`config.mk`:
```
export PLATFORM = sky130hd
export DESIGN_NAME = tlv_integer_and_header_encoder_top_flat
export DESIGN_NICKNAME = d
export VERILOG_FILES = /design/src/hw/rtl/tlvenc_pkg.sv /design/src/hw/rtl/tlvenc_stream_if.sv /design/src/hw/rtl/tlvenc_regs.sv /design/src/hw/rtl/tlvenc_ctrl.sv /design/src/hw/rtl/tlvenc_dp.sv /design/src/hw/rtl/tlv_integer_and_header_encoder_top.sv /design/src/flat_wrapper.sv
export VERILOG_INCLUDE_DIRS = /design/src /design/src/hw/rtl
export SDC_FILE = /design/constraint.sdc
export NUM_CORES = 1
export LEC_CHECK = 0
export BUFFER_PORTS_ARGS = -buffer_cell sky130_fd_sc_hd__buf_2
export CAP_MARGIN = 10
export CORE_MARGIN = 1
export CORE_UTILIZATION = 40
export DETAILED_ROUTE_END_ITERATION = 8
export PLACE_DENSITY = 0.65
export REMOVE_ABC_BUFFERS = 1
export SKIP_CTS_REPAIR_TIMING = 1
export SYNTH_ARGS = -nofsm -noshare
export SYNTH_HDL_FRONTEND = slang
export SYNTH_SLANG_ARGS = --single-unit
```
`constraint.sdc`:
```
create_clock -name i_clk -period 3.3 [get_ports i_clk]
set_input_delay 0.495 -clock i_clk [delete_from_list [all_inputs] [get_ports i_clk]]
set_output_delay 0.495 -clock i_clk [all_outputs]
set_load 0.02 [all_outputs]
```
`src/hw/rtl/tlv_integer_and_header_encoder_top_macros.svh`:
```
// Assertion macros used by the encoder datapath.
// Depends on nothing; files that assert include it by name.
`ifndef TLV_INTEGER_AND_HEADER_ENCODER_TOP_MACROS_SVH
`define TLV_INTEGER_AND_HEADER_ENCODER_TOP_MACROS_SVH

// Consequent must hold in the same cycle as the antecedent.
`define TLVENC_ASSERT_SAME(label, clk, rst_n, ante, cons) \
    label: assert property (@(posedge clk) disable iff (!rst_n) (ante) |-> (cons)) \
        else $error("tlvenc assertion failed");

// Consequent must hold in the cycle after the antecedent.
`define TLVENC_ASSERT_NEXT(label, clk, rst_n, ante, cons) \
    label: assert property (@(posedge clk) disable iff (!rst_n) (ante) |=> (cons)) \
        else $error("tlvenc assertion failed");

`endif

```
`src/hw/rtl/tlvenc_pkg.sv`:
```
// Types and constants of the TLV integer and header encoder.
// Used by every module of the block; depends on nothing.
package tlvenc_pkg;

    localparam int unsigned APB_ADDR_W = 4;
    localparam int unsigned APB_DATA_W = 32;

    typedef enum logic [1:0] {
        CMD_INTEGER  = 2'd0,
        CMD_STRING   = 2'd1,
        CMD_BLOB     = 2'd2,
        CMD_SEQUENCE = 2'd3
    } t_cmd;

    localparam logic [1:0] REG_INTEGER_TAG  = 2'd0;
    localparam logic [1:0] REG_STRING_TAG   = 2'd1;
    localparam logic [1:0] REG_BLOB_TAG     = 2'd2;
    localparam logic [1:0] REG_SEQUENCE_TAG = 2'd3;

    localparam logic [7:0] RST_INTEGER_TAG  = 8'd2;
    localparam logic [7:0] RST_STRING_TAG   = 8'd22;
    localparam logic [7:0] RST_BLOB_TAG     = 8'd4;
    localparam logic [7:0] RST_SEQUENCE_TAG = 8'd48;

    localparam logic [31:0] ONE_BYTE_MAX   = 32'h0000_007f;
    localparam logic [31:0] TWO_BYTE_MAX   = 32'h0000_ffff;
    localparam logic [31:0] THREE_BYTE_MAX = 32'h00ff_ffff;
    localparam logic [30:0] SHORT_LEN_MAX  = 31'd127;
    localparam logic [7:0]  NEG_TAG_BIT    = 8'h40;
    localparam logic [7:0]  LONG_FORM_BIT  = 8'h80;

    typedef struct packed {
        logic [7:0] integer_tag;
        logic [7:0] string_tag;
        logic [7:0] blob_tag;
        logic [7:0] sequence_tag;
    } t_tags;

    typedef struct packed {
        logic load;
        logic shift;
    } t_dp_cmd;

    typedef struct packed {
        logic last;
    } t_dp_stat;

endpackage

```
`src/hw/rtl/tlvenc_stream_if.sv`:
```
// Valid/ready channel interfaces for command input and byte output.
// Depends on nothing outside this file.
interface tlvenc_in_if;
    logic               valid;
    logic               ready;
    logic [1:0]         cmd;
    logic signed [31:0] int_value;
    logic [30:0]        body_length;

    modport source (output valid, cmd, int_value, body_length, input ready);
    modport sink (input valid, cmd, int_value, body_length, output ready);
endinterface

interface tlvenc_out_if;
    logic       valid;
    logic       ready;
    logic [7:0] out_byte;
    logic       last;

    modport source (output valid, out_byte, last, input ready);
    modport sink (input valid, out_byte, last, output ready);
endinterface

```
`src/hw/rtl/tlvenc_regs.sv`:
```
// APB configuration registers holding the four tag bytes.
// Depends on tlvenc_pkg.
module tlvenc_regs (
    input  logic                                 i_clk,
    input  logic                                 i_rst_n,
    input  logic                                 i_psel,
    input  logic                                 i_penable,
    input  logic                                 i_pwrite,
    input  logic [tlvenc_pkg::APB_ADDR_W-1:0]    i_paddr,
    input  logic [tlvenc_pkg::APB_DATA_W-1:0]    i_pwdata,
    output logic [tlvenc_pkg::APB_DATA_W-1:0]    o_prdata,
    output logic                                 o_pready,
    output tlvenc_pkg::t_tags                    o_tags
);
    import tlvenc_pkg::*;

    t_tags      r_tags;
    t_tags      n_tags;
    logic [1:0] reg_idx;
    logic [7:0] rd_byte;

    assign reg_idx  = i_paddr[3:2];
    assign o_pready = 1'b1;
    assign o_tags   = r_tags;

    always_comb begin
        n_tags = r_tags;
        if (i_psel && i_penable && i_pwrite && o_pready) begin
            case (reg_idx)
                REG_INTEGER_TAG:  n_tags.integer_tag  = i_pwdata[7:0];
                REG_STRING_TAG:   n_tags.string_tag   = i_pwdata[7:0];
                REG_BLOB_TAG:     n_tags.blob_tag     = i_pwdata[7:0];
                REG_SEQUENCE_TAG: n_tags.sequence_tag = i_pwdata[7:0];
                default:          n_tags = r_tags;
            endcase
        end
    end

    always_comb begin
        case (reg_idx)
            REG_INTEGER_TAG:  rd_byte = r_tags.integer_tag;
            REG_STRING_TAG:   rd_byte = r_tags.string_tag;
            REG_BLOB_TAG:     rd_byte = r_tags.blob_tag;
            REG_SEQUENCE_TAG: rd_byte = r_tags.sequence_tag;
            default:          rd_byte = 8'h00;
        endcase
        o_prdata = {{(APB_DATA_W-8){1'b0}}, rd_byte};
    end

    always_ff @(posedge i_clk) begin
        if (!i_rst_n) begin
            r_tags.integer_tag  <= RST_INTEGER_TAG;
            r_tags.string_tag   <= RST_STRING_TAG;
            r_tags.blob_tag     <= RST_BLOB_TAG;
            r_tags.sequence_tag <= RST_SEQUENCE_TAG;
        end else begin
            r_tags <= n_tags;
        end
    end

endmodule

```
`src/hw/rtl/tlvenc_ctrl.sv`:
```
// Controller state machine: takes a command, then steps the byte beats out.
// Depends on tlvenc_pkg.
module tlvenc_ctrl (
    input  logic                  i_clk,
    input  logic                  i_rst_n,
    input  logic                  i_in_valid,
    output logic                  o_in_ready,
    output logic                  o_out_valid,
    input  logic                  i_out_ready,
    input  tlvenc_pkg::t_dp_stat  i_stat,
    output tlvenc_pkg::t_dp_cmd   o_cmd
);
    import tlvenc_pkg::*;

    typedef enum logic [1:0] {
        ST_IDLE = 2'b01,
        ST_SEND = 2'b10
    } t_state;

    t_state r_state;
    t_state n_state;
    logic   send;

    assign send        = (r_state == ST_SEND);
    assign o_out_valid = send;
    assign o_cmd.shift = send && i_out_ready;
    assign o_in_ready  = (r_state == ST_IDLE) || (o_cmd.shift && i_stat.last);
    assign o_cmd.load  = i_in_valid && o_in_ready;

    always_comb begin
        n_state = r_state;
        case (r_state)
            ST_IDLE: begin
                if (o_cmd.load) begin
                    n_state = ST_SEND;
                end
            end
            ST_SEND: begin
                if (o_cmd.load) begin
                    n_state = ST_SEND;
                end else if (o_cmd.shift && i_stat.last) begin
                    n_state = ST_IDLE;
                end
            end
            default: n_state = ST_IDLE;
        endcase
    end

    always_ff @(posedge i_clk) begin
        if (!i_rst_n) begin
            r_state <= ST_IDLE;
        end else begin
            r_state <= n_state;
        end
    end

endmodule

```
`src/hw/rtl/tlvenc_dp.sv`:
```
// Datapath: sizes the field, builds the byte run and shifts it out.
// Depends on tlvenc_pkg and the assertion macro header.
`include "tlv_integer_and_header_encoder_top_macros.svh"

module tlvenc_dp #(
    parameter int unsigned MAX_FIELD_BYTES = 4
) (
    input  logic                  i_clk,
    input  logic                  i_rst_n,
    input  tlvenc_pkg::t_dp_cmd   i_cmd,
    output tlvenc_pkg::t_dp_stat  o_stat,
    input  tlvenc_pkg::t_tags     i_tags,
    input  logic [1:0]            i_op,
    input  logic signed [31:0]    i_int_value,
    input  logic [30:0]           i_body_length,
    output logic [7:0]            o_out_byte,
    output logic                  o_last
);
    import tlvenc_pkg::*;

    logic [47:0] r_shift;
    logic [47:0] n_shift;
    logic [2:0]  r_cnt;
    logic [2:0]  n_cnt;

    logic        is_int;
    logic        neg;
    logic [31:0] mag;
    logic [2:0]  raw_size;
    logic [2:0]  size;
    logic [7:0]  tag;
    logic [7:0]  hdr;
    logic [31:0] aligned;
    logic [2:0]  load_cnt;

    always_comb begin
        is_int = (i_op == CMD_INTEGER);
        neg    = is_int && i_int_value[31];
        if (!is_int) begin
            mag = {1'b0, i_body_length};
        end else if (neg) begin
            mag = 32'(-i_int_value);
        end else begin
            mag = 32'(i_int_value);
        end

        if (mag <= ONE_BYTE_MAX) begin
            raw_size = 3'd1;
        end else if (mag <= TWO_BYTE_MAX) begin
            raw_size = 3'd2;
        end else if (mag <= THREE_BYTE_MAX) begin
            raw_size = 3'd3;
        end else begin
            raw_size = 3'd4;
        end
        size = (raw_size > 3'(MAX_FIELD_BYTES)) ? 3'(MAX_FIELD_BYTES) : raw_size;

        case (size)
            3'd1:    aligned = {mag[7:0], 24'h000000};
            3'd2:    aligned = {mag[15:0], 16'h0000};
            3'd3:    aligned = {mag[23:0], 8'h00};
            default: aligned = mag;
        endcase

        case (i_op)
            CMD_INTEGER:  tag = neg ? (i_tags.integer_tag | NEG_TAG_BIT) : i_tags.integer_tag;
            CMD_STRING:   tag = i_tags.string_tag;
            CMD_BLOB:     tag = i_tags.blob_tag;
            CMD_SEQUENCE: tag = i_tags.sequence_tag;
            default:      tag = i_tags.sequence_tag;
        endcase

        if (is_int) begin
            hdr      = {5'b00000, size};
            load_cnt = 3'd2 + size;
        end else if (i_body_length <= SHORT_LEN_MAX) begin
            hdr      = {1'b0, i_body_length[6:0]};
            load_cnt = 3'd2;
        end else begin
            hdr      = LONG_FORM_BIT | {5'b00000, size};
            load_cnt = 3'd2 + size;
        end
    end

    always_comb begin
        n_shift = r_shift;
        n_cnt   = r_cnt;
        if (i_cmd.load) begin
            n_shift = {tag, hdr, aligned};
            n_cnt   = load_cnt;
        end else if (i_cmd.shift) begin
            n_shift = {r_shift[39:0], 8'h00};
            n_cnt   = r_cnt - 3'd1;
        end
    end

    always_ff @(posedge i_clk) begin
        if (!i_rst_n) begin
            r_cnt <= 3'd0;
        end else begin
            r_cnt <= n_cnt;
        end
    end

    always_ff @(posedge i_clk) begin
        r_shift <= n_shift;
    end

    assign o_stat.last = (r_cnt == 3'd1);
    assign o_last      = o_stat.last;
    assign o_out_byte  = r_shift[47:40];

    `TLVENC_ASSERT_NEXT(a_load_count, i_clk, i_rst_n, i_cmd.load, (r_cnt >= 3'd2) && (r_cnt <= 3'd6))
    `TLVENC_ASSERT_NEXT(a_shift_count, i_clk, i_rst_n, i_cmd.shift && !i_cmd.load, r_cnt == $past(r_cnt) - 3'd1)
    `TLVENC_ASSERT_SAME(a_shift_live, i_clk, i_rst_n, i_cmd.shift, r_cnt != 3'd0)

endmodule

```
`src/hw/rtl/tlv_integer_and_header_encoder_top.sv`:
```
// The first byte of a command is valid in the cycle after it is accepted.
// A command yields 2 to 6 beats, one per cycle while the sink is ready;
// the next command is taken in the cycle of the current run's last beat, so
// runs from the byte shift register can follow one another without a gap.
// Reset (synchronous, active low) empties the run and restores the default tags.
module tlv_integer_and_header_encoder_top #(
    parameter int unsigned MAX_FIELD_BYTES = 4
) (
    input  logic                                 i_clk,
    input  logic                                 i_rst_n,
    tlvenc_in_if.sink                            i_in,
    tlvenc_out_if.source                         o_out,
    input  logic                                 psel,
    input  logic                                 penable,
    input  logic                                 pwrite,
    input  logic [tlvenc_pkg::APB_ADDR_W-1:0]    paddr,
    input  logic [tlvenc_pkg::APB_DATA_W-1:0]    pwdata,
    output logic [tlvenc_pkg::APB_DATA_W-1:0]    prdata,
    output logic                                 pready
);
    import tlvenc_pkg::*;

    t_tags    tags;
    t_dp_cmd  dp_cmd;
    t_dp_stat dp_stat;

    tlvenc_regs u_regs (
        .i_clk     (i_clk),
        .i_rst_n   (i_rst_n),
        .i_psel    (psel),
        .i_penable (penable),
        .i_pwrite  (pwrite),
        .i_paddr   (paddr),
        .i_pwdata  (pwdata),
        .o_prdata  (prdata),
        .o_pready  (pready),
        .o_tags    (tags)
    );

    tlvenc_ctrl u_ctrl (
        .i_clk       (i_clk),
        .i_rst_n     (i_rst_n),
        .i_in_valid  (i_in.valid),
        .o_in_ready  (i_in.ready),
        .o_out_valid (o_out.valid),
        .i_out_ready (o_out.ready),
        .i_stat      (dp_stat),
        .o_cmd       (dp_cmd)
    );

    tlvenc_dp #(
        .MAX_FIELD_BYTES (MAX_FIELD_BYTES)
    ) u_dp (
        .i_clk         (i_clk),
        .i_rst_n       (i_rst_n),
        .i_cmd         (dp_cmd),
        .o_stat        (dp_stat),
        .i_tags        (tags),
        .i_op          (i_in.cmd),
        .i_int_value   (i_in.int_value),
        .i_body_length (i_in.body_length),
        .o_out_byte    (o_out.out_byte),
        .o_last        (o_out.last)
    );

endmodule

```
`src/flat_wrapper.sv`:
```
// flat-port wrapper written by rule: the top's interface ports become plain ports
module tlv_integer_and_header_encoder_top_flat import tlvenc_pkg::*;
#(
    parameter int unsigned MAX_FIELD_BYTES = 4
)
  (i_clk, i_rst_n, psel, penable, pwrite, paddr, pwdata, prdata, pready, i_in_valid, i_in_cmd, i_in_int_value, i_in_body_length, i_in_ready, o_out_valid, o_out_out_byte, o_out_last, o_out_ready);
  tlvenc_in_if i_in_i ();
  tlvenc_out_if o_out_i ();
  input  logic i_clk;
  input  logic i_rst_n;
  input  logic psel;
  input  logic penable;
  input  logic pwrite;
  input  logic [tlvenc_pkg::APB_ADDR_W-1:0] paddr;
  input  logic [tlvenc_pkg::APB_DATA_W-1:0] pwdata;
  output logic [tlvenc_pkg::APB_DATA_W-1:0] prdata;
  output logic pready;
  input wire logic [$bits(i_in_i.valid)-1:0] i_in_valid;
  input wire logic [$bits(i_in_i.cmd)-1:0] i_in_cmd;
  input wire logic [$bits(i_in_i.int_value)-1:0] i_in_int_value;
  input wire logic [$bits(i_in_i.body_length)-1:0] i_in_body_length;
  output wire logic [$bits(i_in_i.ready)-1:0] i_in_ready;
  output wire logic [$bits(o_out_i.valid)-1:0] o_out_valid;
  output wire logic [$bits(o_out_i.out_byte)-1:0] o_out_out_byte;
  output wire logic [$bits(o_out_i.last)-1:0] o_out_last;
  input wire logic [$bits(o_out_i.ready)-1:0] o_out_ready;
  assign i_in_i.valid = i_in_valid;
  assign i_in_i.cmd = i_in_cmd;
  assign i_in_i.int_value = i_in_int_value;
  assign i_in_i.body_length = i_in_body_length;
  assign i_in_ready = i_in_i.ready;
  assign o_out_valid = o_out_i.valid;
  assign o_out_out_byte = o_out_i.out_byte;
  assign o_out_last = o_out_i.last;
  assign o_out_i.ready = o_out_ready;
  tlv_integer_and_header_encoder_top #(.MAX_FIELD_BYTES(MAX_FIELD_BYTES)) u_core (.i_clk(i_clk), .i_rst_n(i_rst_n), .i_in(i_in_i), .o_out(o_out_i), .psel(psel), .penable(penable), .pwrite(pwrite), .paddr(paddr), .pwdata(pwdata), .prdata(prdata), .pready(pready));
endmodule
```
==> results of run 1 <==
[per-layer routing]
layer	up-vias	global-route usage
li1	2930	-
met1	2816	0.315
met2	259	0.354
met3	22	0.0297
met4	0	0.0758
met5	-	0
[path summary, 6_finish.rpt]
check | from | to | slack [ns]
setup / recovery | i_in_int_value[7] | u_core.u_dp.r_shift[19]$_DFFE_PP_ | 0.07
hold / removal | pwdata[2] | u_core.u_regs.o_tags[18]$_SDFFE_PN1P_ | 0.43
setup reg to reg | u_core.u_dp.r_cnt[0]$_SDFFE_PN0P_ | u_core.u_dp.r_shift[29]$_DFFE_PP_ | 0.90
hold reg to reg | u_core.u_regs.o_tags[18]$_SDFFE_PN1P_ | u_core.u_regs.o_tags[18]$_SDFFE_PN1P_ | 0.50
[power by group through the flow]
stage          Clock (W)  Combinational (W)  Sequential, W
2_1_floorplan          0           0.000681        0.00160
3_3_place_gp           0            0.00122        0.00156
3_5_place_dp           0            0.00123        0.00157
4_1_cts          0.00103            0.00124        0.00155
5_1_grt          0.00107            0.00138        0.00157
6_report         0.00101            0.00125        0.00155
[worst reg2reg max path: cells and delay by family (launching register included)]
kind            cells  cell delay, ns
simple gates        3            0.99
compound gates      3            0.51
flops               1            0.37
fa+ha+maj           1            0.15
buf+inv             1            0.12
[final cells by class]
type	instances	area, um^2	share of cell area
Clock buffer	11	233	0.0293
Clock inverter	5	60.1	0.00757
Inverter	17	63.8	0.00804
Multi-Input combinational cell	546	3660	0.462
Sequential cell	85	2180	0.275
Tap cell	184	230	0.0290
Timing Repair Buffer	228	1500	0.190
[cells by family after synthesis]
| kind of cell | count (synthesis) |
|---|---|
| other cells | 2 |
| mux | 53 |
| compound gates | 143 |
| fa+ha+maj | 5 |
| flops | 85 |
| simple gates | 300 |
| xor+xnor | 20 |
| buf+inv | 101 |
[placed cells by master (no fill, tap or decap), types with 16 or more instances in the layout]
cell                       count
sky130_fd_sc_hd__mux4_2       16
sky130_fd_sc_hd__nor3_1       19
sky130_fd_sc_hd__buf_4       120
sky130_fd_sc_hd__nor2_1       79
sky130_fd_sc_hd__nand3_1      20
sky130_fd_sc_hd__a31oi_1      17
sky130_fd_sc_hd__buf_2       100
sky130_fd_sc_hd__nand2_1      86
sky130_fd_sc_hd__o21ai_0      24
sky130_fd_sc_hd__conb_1       25
sky130_fd_sc_hd__mux2i_1      37
sky130_fd_sc_hd__edfxtp_1     48
sky130_fd_sc_hd__a21oi_1      19
sky130_fd_sc_hd__dfxtp_1      37
sky130_fd_sc_hd__inv_1        16
[per-stage QoR]
stage	TNS, ns	power [W]	setup WS (ns)	std cells
2_1_floorplan	-29.37	0.00229	-0.843	648
3_3_place_gp	-10.19	0.00278	-0.357	1054
3_5_place_dp	-11.57	0.00280	-0.381	1054
4_1_cts	-0.0731	0.00381	-0.0200	1070
5_1_grt	-0.0155	0.00402	-0.0155	1076
6_report	0	0.00381	0.0682	1076
[flip-flops by register name, summed over array words and instances, names as in the netlist]
register and flops:
u_core.u_ctrl.r_state 2, u_core.u_regs.o_tags 32, u_core.u_dp.r_cnt 3, u_core.u_dp.r_shift 48
==> results.yml, run 1 <==
status:
  status: "finished, final reports clean"
flow_run:
  drv.max_cap_violation_count: 0
floorplan:
  rows: 44
  fp.coreArea_mm2: 0.0148
  num_ports: 152
  x_dimension_of_the_die_um: 126
  fp.dieArea_mm2: 0.0159
  starting_density_of_the_core: 0.417
  chipHeight_um: 126
min_path:
  worst_hold_path_class: "in -> reg"
  holdPathStages: 3
yosys:
  synth.top_cells.by_area: "sky130_fd_sc_hd__edfxtp_1, sky130_fd_sc_hd__dfxtp_1, sky130_fd_sc_hd__mux2i_1"
  synthFlopType: "sky130_fd_sc_hd__edfxtp_1"
  yosys.area_share.xor_xnor: 0.0284
  synth_top_family_by_area: "simple AND/OR/NAND/NOR gates"
  cells_after_synth: 709
  postSynth.asyncResetShare: 0
  flip_flop_and_latch_count_after_synthesis: 85
  syn_area_mm2: 0.00616
  synth.top_cells.by_count: "sky130_fd_sc_hd__nand2_1, sky130_fd_sc_hd__nor2_1, sky130_fd_sc_hd__edfxtp_1"
  netlist.top_cell.by_area: "sky130_fd_sc_hd__edfxtp_1"
  part_of_the_yosys_area_used_for_sequential_elements: 0.354
  synthSimpleGateAreaFrac: 0.242
  ys.warnings.count: 0
  synth_most_common_cell: "sky130_fd_sc_hd__nand2_1"
  synth.mux.area_fraction: 0.119
  count_of_flip_flops_with_a_built_in_enable_after_synthesis: 48
  synth_cell_type_count: 67
  yosys.area.top_type_share: 0.234
  synth-adder-area-share: 0.0102
  synth.avg_cell_area_um2: 8.69
  synth_area_in_compound_gates: 0.159
power:
  swShare: 0.334
  p_leak_nw: 3.35
  internal_power_consumption_w: 0.00254
  p_switching_w: 0.00127
  peakVddDrop_v: 0.000314
  pwr-share-clk: 0.264
  combPwrFrac: 0.329
  powerDensity_mw_per_mm2: 480
  pwr-share-seq: 0.406
timing:
  fin_hold_ws_ns: 0.425
  slew-limit-headroom: 0.520
  rsz_0062_raised_after_global_routing: "yes"
  slew_viol_final: 0
  max_slew.worst_pin.slew_ns: 0.720
  clock_skew_ns: 0.00763
  fmaxAchievable_ghz: 0.309
  final_hold_viol_count: 0
  layout_min_cycle_time_ns: 3.23
  post-route-period-util: 0.979
  final-setup-viol-count: 0
final_layout:
  design.final.nets: 1000
  drive_gt1_frac: 0.331
  post-route-cell-area_mm2: 0.00794
  post-route-util: 0.538
  layout-area-overhead-vs-synth_pct: 28.9
  filler_cell_count_in_the_final_layout: 1349
  diodes: 0
critical_path:
  worst_path_max_delay_cell: "sky130_fd_sc_hd__or4_4"
  critPathTopFamily: "simple AND/OR/NAND/NOR gates"
  worst_ep_required_time_ns: 3.47
  critical_path_class: "in -> reg"
  cpPeakStageDelay_ns: 0.60
  worstPathMaxFanout: 9
  r2r.worst_path.cells: 8
  endpoint_kind: "flip-flop"
  critical_path.cell_chain: "buf_2 > or4_4 > or4_4 > buf_6 > o31ai_2 > xnor2_1 > mux2i_1 > and4bb_2 > buf_4 > o311a_1 > o31ai_2"
  worst-path-stages: 11
  critPathArrivalTime_ns: 3.40
  cp_num_buf_inv: 3
  setup.worst_path.start_class: "primary input"
clock_network:
  tritoncts: "built"
  cts-root-to-sink-buffers: 2
  number_of_buffers_created_by_cts: 9
  cts.sink_count: 85
  clkSlewWorstSetupHoldPaths_ns: 0.07
  clk_latency_ns: 0.34
  cts-root-buf: "sky130_fd_sc_hd__clkbuf_16"
  deepest_level_of_the_cts_h_tree: 3
global_route:
  grt_antenna_before_repair: 0
  grt_max_degree: 40
  grt_use_total: 0.224
  gr-total-overflow: 0
  grt_pass1_wl_um: 28300
  grt_pass1_vias: 5477
placement:
  portBuffers: 100
  place.detailed.hpwl_um: 13700
  placedInstanceArea_mm2: 0.00745
  routabilityCongestion: 0.919
detailed_routing:
  num_vias: 6027
  drt_first_pass_iters: 5
  post-route-drc-count: 0
  avgViaCountPerCell: 5.60
  met2RoutedLength_um: 8110
  wirelength_met1_um: 8310
  drt_iter0_markers: 549
  postRouteAntennaNets: 0
  routed_wire_length_per_instance_um: 16.6
  routed_met3_length_um: 1100
  maxUsedRoutingLayer: "met4"
  route.final.wire_length_um: 17900
No activity file was read; power rests on OpenSTA's default activity.
==> run 2, diff against run 1 <==
--- a/config.mk
+++ b/config.mk
@@ -11,7 +11,7 @@
 export CORE_MARGIN = 1
 export CORE_UTILIZATION = 40
 export DETAILED_ROUTE_END_ITERATION = 8
-export PLACE_DENSITY = 0.65
+export PLACE_DENSITY = 0.75
 export REMOVE_ABC_BUFFERS = 1
 export SKIP_CTS_REPAIR_TIMING = 1
 export SYNTH_ARGS = -nofsm -noshare
==> run 2 against run 1 <==
Compared with the run above: sequential share of layout area grew 0.16 points; flip-flop and latch count is the same; global-route usage grew 0.18 points; highest routed layer unchanged; maximum frequency shrank 0.45%; hold slack lost 0.0014 ns; non-clock buffer count shrank 9.
==> results.yml, run 2 (synthesis results as in run 1) <==
critical_path:
  cpPeakStageDelay_ns: 0.58
  critical_path.cell_chain: "buf_2 > or4_4 > or4_4 > o31ai_2 > xnor2_1 > o32a_1 > nor4_4 > buf_12 > buf_4 > nand4b_1 > a31oi_1"
  critPathArrivalTime_ns: 3.41
  endpoint_kind: "flip-flop"
  critical_path_class: "in -> reg"
  worst_ep_required_time_ns: 3.47
  worstPathMaxFanout: 10
  timing.critical_path.mode_cell: "sky130_fd_sc_hd__or4_4"
  setup.worst_path.start_class: "primary input"
  worst_path_max_delay_cell: "sky130_fd_sc_hd__or4_4"
final_layout:
  filler_cell_count_in_the_final_layout: 1345
  mostFrequentLayoutCells: "sky130_fd_sc_hd__buf_4, sky130_fd_sc_hd__buf_2, sky130_fd_sc_hd__nand2_1, sky130_fd_sc_hd__nor2_1, sky130_fd_sc_hd__edfxtp_1"
  diodes: 0
  layout-area-overhead-vs-synth_pct: 28.1
  leading_cell_type_in_the_layout_fill_and_taps_excluded: "sky130_fd_sc_hd__buf_4"
  seqCellArea_mm2: 0.00218
  top_reg_by_flops: "u_core.u_dp.r_shift"
  post-route-cell-area_mm2: 0.00789
  largest_register_ff_count: 48
  drive_gt1_frac: 0.327
  fin_cells: 1067
  post-route-util: 0.535
  design.final.nets: 991
  multi_input_comb_area_mm2: 0.00368
detailed_routing:
  route.final.wire_length_um: 18000
  avgViaCountPerCell: 5.67
  post-route-drc-count: 0
  maxUsedRoutingLayer: "met4"
  wirelength_met1_um: 7960
  drt_first_pass_iters: 5
  met2RoutedLength_um: 8360
  routed_wire_length_per_instance_um: 16.9
  routed_met3_length_um: 1370
  num_vias: 6047
  postRouteAntennaNets: 0
  drt_iter0_markers: 611
flow_run:
  drv.max_cap_violation_count: 0
timing:
  layout_min_cycle_time_ns: 3.25
  final_hold_viol_count: 0
  fmaxAchievable_ghz: 0.308
  final_critical_path_setup_slack_ns: 0.0535
  max_slew.worst_pin.slew_ns: 0.799
  slew_viol_final: 0
  clock_skew_ns: 0.00873
  rsz_0062_raised_after_global_routing: "yes"
  final-setup-viol-count: 0
  post-route-period-util: 0.984
  fin_hold_ws_ns: 0.424
  slew-limit-headroom: 0.464
power:
  peakVddDrop_v: 0.000273
  p_leak_nw: 3.33
  powerDensity_mw_per_mm2: 477
global_route:
  gr-total-overflow: 0
  grt_use_total: 0.226
  grt_pass1_wl_um: 28600
  grt_pass1_vias: 5665
  grt_max_degree: 49
  grt_antenna_before_repair: 0
placement:
  place.detailed.hpwl_um: 13400
  placedInstanceArea_mm2: 0.00737
  routabilityCongestion: 0.922
  portBuffers: 100
  worst_setup_slack_after_placement_ns: -0.430
  place_inst: 1042
clock_network:
  clk_latency_ns: 0.34
  number_of_buffers_created_by_cts: 9
  cts-root-to-sink-buffers: 2
  clkSlewWorstSetupHoldPaths_ns: 0.06
  cts.sink_count: 85
  deepest_level_of_the_cts_h_tree: 3
  cts-root-buf: "sky130_fd_sc_hd__clkbuf_16"
  tritoncts: "built"
floorplan:
  fp.coreArea_mm2: 0.0148
  x_dimension_of_the_die_um: 126
  chipHeight_um: 126
  rows: 44
  fp.dieArea_mm2: 0.0159
  starting_density_of_the_core: 0.417
  num_ports: 152
status:
  status: "finished, final reports clean"
min_path:
  worst_hold_path_class: "in -> reg"
run 2: cell count changes in the layout (fill, tap and decap cells not counted), sizes merged:
cell      change
bufinv        -1
clkbuf        +2
clkinvlp      -1
inv           +2
clkinv        -1
buf          -10
run 2: cell type report:
type                            count  area share
Clock buffer                       12      0.0325
Clock inverter                      4     0.00381
Inverter                           17     0.00809
Multi-Input combinational cell    546       0.467
Sequential cell                    85       0.277
Tap cell                          184      0.0292
Timing Repair Buffer              219       0.183
run 2: layer usage:
layer,vias to the layer above,track usage
met5,-,0
met4,0,0.0716
met3,21,0.0416
met2,282,0.364
met1,2836,0.306
li1,2908,-
run 2: metrics by stage:
step	total power (W)	TNS, ns
finish	0.00377	0
global placement	0.00274	-12.53
floorplan	0.00229	-29.37
CTS	0.00375	-0.597
detailed placement	0.00278	-11.38
global route	0.00397	-0.302
run 2: critical path: cells and delay by family:
kind                      cells  cell delay, ns
AOI/OAI and AO/OA             3            0.76
buffers and inverters         3            0.46
xor gates and xnor gates      1            0.13
and+or+nand+nor               4            1.56
run 2: final timing paths:
| check | startpoint | endpoint | slack, ns | depth (start not counted) |
|---|---|---|---|---|
| worst max-delay path | i_in_int_value[8] | u_core.u_dp.r_shift[24]$_DFFE_PP_ | 0.05 | 11 |
| worst min-delay path | pwdata[5] | u_core.u_regs.o_tags[5]$_SDFFE_PN1P_ | 0.42 | 3 |
| worst max register to register | u_core.u_dp.r_cnt[0]$_SDFFE_PN0P_ | u_core.u_dp.r_shift[29]$_DFFE_PP_ | 0.94 | 8 |
| worst min register to register | u_core.u_regs.o_tags[5]$_SDFFE_PN1P_ | u_core.u_regs.o_tags[5]$_SDFFE_PN1P_ | 0.50 | 2 |
run 2: report_power, final:
group	switching [W]	total (W)	internal [W]
clock	0.000418	0.000974	0.000556
combinational	0.000785	0.00124	0.000458
sequential	0.0000719	0.00155	0.00148
==> run 3, diff against run 2 <==
--- a/config.mk
+++ b/config.mk
@@ -11,6 +11,7 @@
 export CORE_MARGIN = 1
 export CORE_UTILIZATION = 40
 export DETAILED_ROUTE_END_ITERATION = 8
+export MAX_ROUTING_LAYER = met4
 export PLACE_DENSITY = 0.75
 export REMOVE_ABC_BUFFERS = 1
 export SKIP_CTS_REPAIR_TIMING = 1
==> run 3 against run 2 <==
Compared with the run above: clock skew up 0.0015 ns; combinational power about the same; final area about the same; flip-flop and latch count stayed put; largest cell class unchanged; critical path type unchanged; non-clock buffer count down 3.
==> results.yml, run 3 (synthesis results as in run 1) <==
critical_path:
  r2r.worst_path.cells: 8
  startpoint_of_the_most_critical_setup_path: "i_in_int_value[8]"
  timing.critical_path.to: "u_core.u_dp.r_shift[15]$_DFFE_PP_"
  critPathArrivalTime_ns: 3.40
  endpoint_kind: "flip-flop"
  critical_path_class: "in -> reg"
  setup.worst_path.start_class: "primary input"
  reg2reg_to: "u_core.u_dp.r_shift[29]$_DFFE_PP_"
  worstPathMaxFanout: 10
  r2r_start: "u_core.u_dp.r_cnt[0]$_SDFFE_PN0P_"
  worst_ep_required_time_ns: 3.47
  r2r_slack_ns: 0.91
timing:
  slew-limit-headroom: 0.462
  fin_setup_tns_ns: 0
  final_hold_viol_count: 0
  slew_viol_final: 0
  layout_min_cycle_time_ns: 3.23
  max_slew.worst_pin.slew_ns: 0.803
  fmaxAchievable_ghz: 0.310
  post-route-period-util: 0.978
  clock_skew_ns: 0.0102
  rsz_0062_raised_after_global_routing: "yes"
  final-setup-viol-count: 0
floorplan:
  x_dimension_of_the_die_um: 126
  starting_density_of_the_core: 0.417
  num_ports: 152
  chipHeight_um: 126
  rows: 44
  fp.coreArea_mm2: 0.0148
  fp.dieArea_mm2: 0.0159
clock_network:
  cts.sink_count: 85
  clkSlewWorstSetupHoldPaths_ns: 0.06
  clk_latency_ns: 0.34
  tritoncts: "built"
  number_of_buffers_created_by_cts: 9
  deepest_level_of_the_cts_h_tree: 3
  cts-root-to-sink-buffers: 2
  cts-root-buf: "sky130_fd_sc_hd__clkbuf_16"
flow_run:
  drv.max_cap_violation_count: 0
detailed_routing:
  avgViaCountPerCell: 5.73
  drt_iter0_markers: 558
  route.final.wire_length_um: 18200
  num_vias: 6093
  postRouteAntennaNets: 0
  post-route-drc-count: 0
  routed_wire_length_per_instance_um: 17.1
  drt_first_pass_iters: 5
placement:
  routabilityCongestion: 0.926
  portBuffers: 100
  place.detailed.hpwl_um: 13500
status:
  status: "finished, final reports clean"
global_route:
  grt_antenna_before_repair: 0
  grt_pass1_wl_um: 28300
  grt_max_degree: 49
  grt_pass1_vias: 5561
  gr-total-overflow: 0
  grt_use_total: 0.230
final_layout:
  layout-area-overhead-vs-synth_pct: 28.0
  top_reg_by_flops: "u_core.u_dp.r_shift"
  leading_cell_type_in_the_layout_fill_and_taps_excluded: "sky130_fd_sc_hd__buf_4"
  drive_gt1_frac: 0.322
  design.final.nets: 988
  diodes: 0
  largest_register_ff_count: 48
  mostFrequentLayoutCells: "sky130_fd_sc_hd__buf_4, sky130_fd_sc_hd__buf_2, sky130_fd_sc_hd__nand2_1, sky130_fd_sc_hd__nor2_1, sky130_fd_sc_hd__edfxtp_1"
  post-route-util: 0.534
power:
  powerDensity_mw_per_mm2: 484
  p_leak_nw: 3.31
  peakVddDrop_v: 0.000375
min_path:
  worst_hold_path_class: "in -> reg"
## run 3: layout make-up
type / instances / area [um^2]
Tap cell: 184 / 230
Fill cell: 1373 / 6870
Timing Repair Buffer: 216 / 1410
Inverter: 17 / 63.8
Multi-Input combinational cell: 546 / 3690
Clock buffer: 13 / 262
Sequential cell: 85 / 2180
Clock inverter: 3 / 43.8
## run 3: stage by stage
step	hold slack, ns	worst slack [ns]	cells	power, W	cell area, um^2
global placement	0.472	-0.401	1044	0.00274	7370
global route	0.438	-0.0871	1064	0.00401	7880
detailed placement	0.489	-0.396	1044	0.00277	7370
finish	0.438	0.0742	1064	0.00382	7880
floorplan	0.453	-0.843	648	0.00229	5780
CTS	0.424	-0.0740	1060	0.00380	7680
## run 3: layer usage
metal	GRT usage	part of all wire	up-vias
li1	-	-	2904
met1	0.303	0.44	2880
met2	0.365	0.47	283
met3	0.0280	0.067	26
met4	0.0758	0.019	0
met5	-	0	-
## run 3: worst max-delay path, cell delays in order
cell and delay [ns]:
sky130_fd_sc_hd__buf_2 0.12, sky130_fd_sc_hd__or4_4 0.52, sky130_fd_sc_hd__or4_4 0.59, sky130_fd_sc_hd__o31ai_4 0.28
sky130_fd_sc_hd__mux2i_1 0.27, sky130_fd_sc_hd__o32a_1 0.25, sky130_fd_sc_hd__nor4_4 0.08, sky130_fd_sc_hd__buf_4 0.16
sky130_fd_sc_hd__clkbuf_16 0.15, sky130_fd_sc_hd__or2_2 0.29, sky130_fd_sc_hd__a31oi_1 0.19
## run 3: where the power goes
| group | switching (W) | total [W] | leakage [nW] | internal [W] |
|---|---|---|---|---|
| combinational | 0.000782 | 0.00124 | 2.40 | 0.000456 |
| sequential | 0.0000729 | 0.00155 | 0.761 | 0.00148 |
| clock | 0.000397 | 0.00103 | 0.149 | 0.000633 |
## run 3: worst min path at each step
stage / end / slack (ns) / cells past startpoint / start
after CTS: u_core.u_regs.o_tags[20]$_SDFFE_PN1P_ / 0.42 / 3 / pwdata[4]
after detailed placement: u_core.u_regs.o_tags[4]$_SDFFE_PN1P_ / 0.49 / 2 / u_core.u_regs.o_tags[4]$_SDFFE_PN1P_
final: u_core.u_regs.o_tags[20]$_SDFFE_PN1P_ / 0.44 / 3 / pwdata[4]
after global routing: u_core.u_regs.o_tags[20]$_SDFFE_PN1P_ / 0.44 / 3 / pwdata[4]
after global placement: u_core.u_regs.o_tags[18]$_SDFFE_PN1P_ / 0.47 / 2 / u_core.u_regs.o_tags[18]$_SDFFE_PN1P_
after floorplan: u_core.u_regs.o_tags[10]$_SDFFE_PN1P_ / 0.45 / 2 / u_core.u_regs.o_tags[10]$_SDFFE_PN1P_
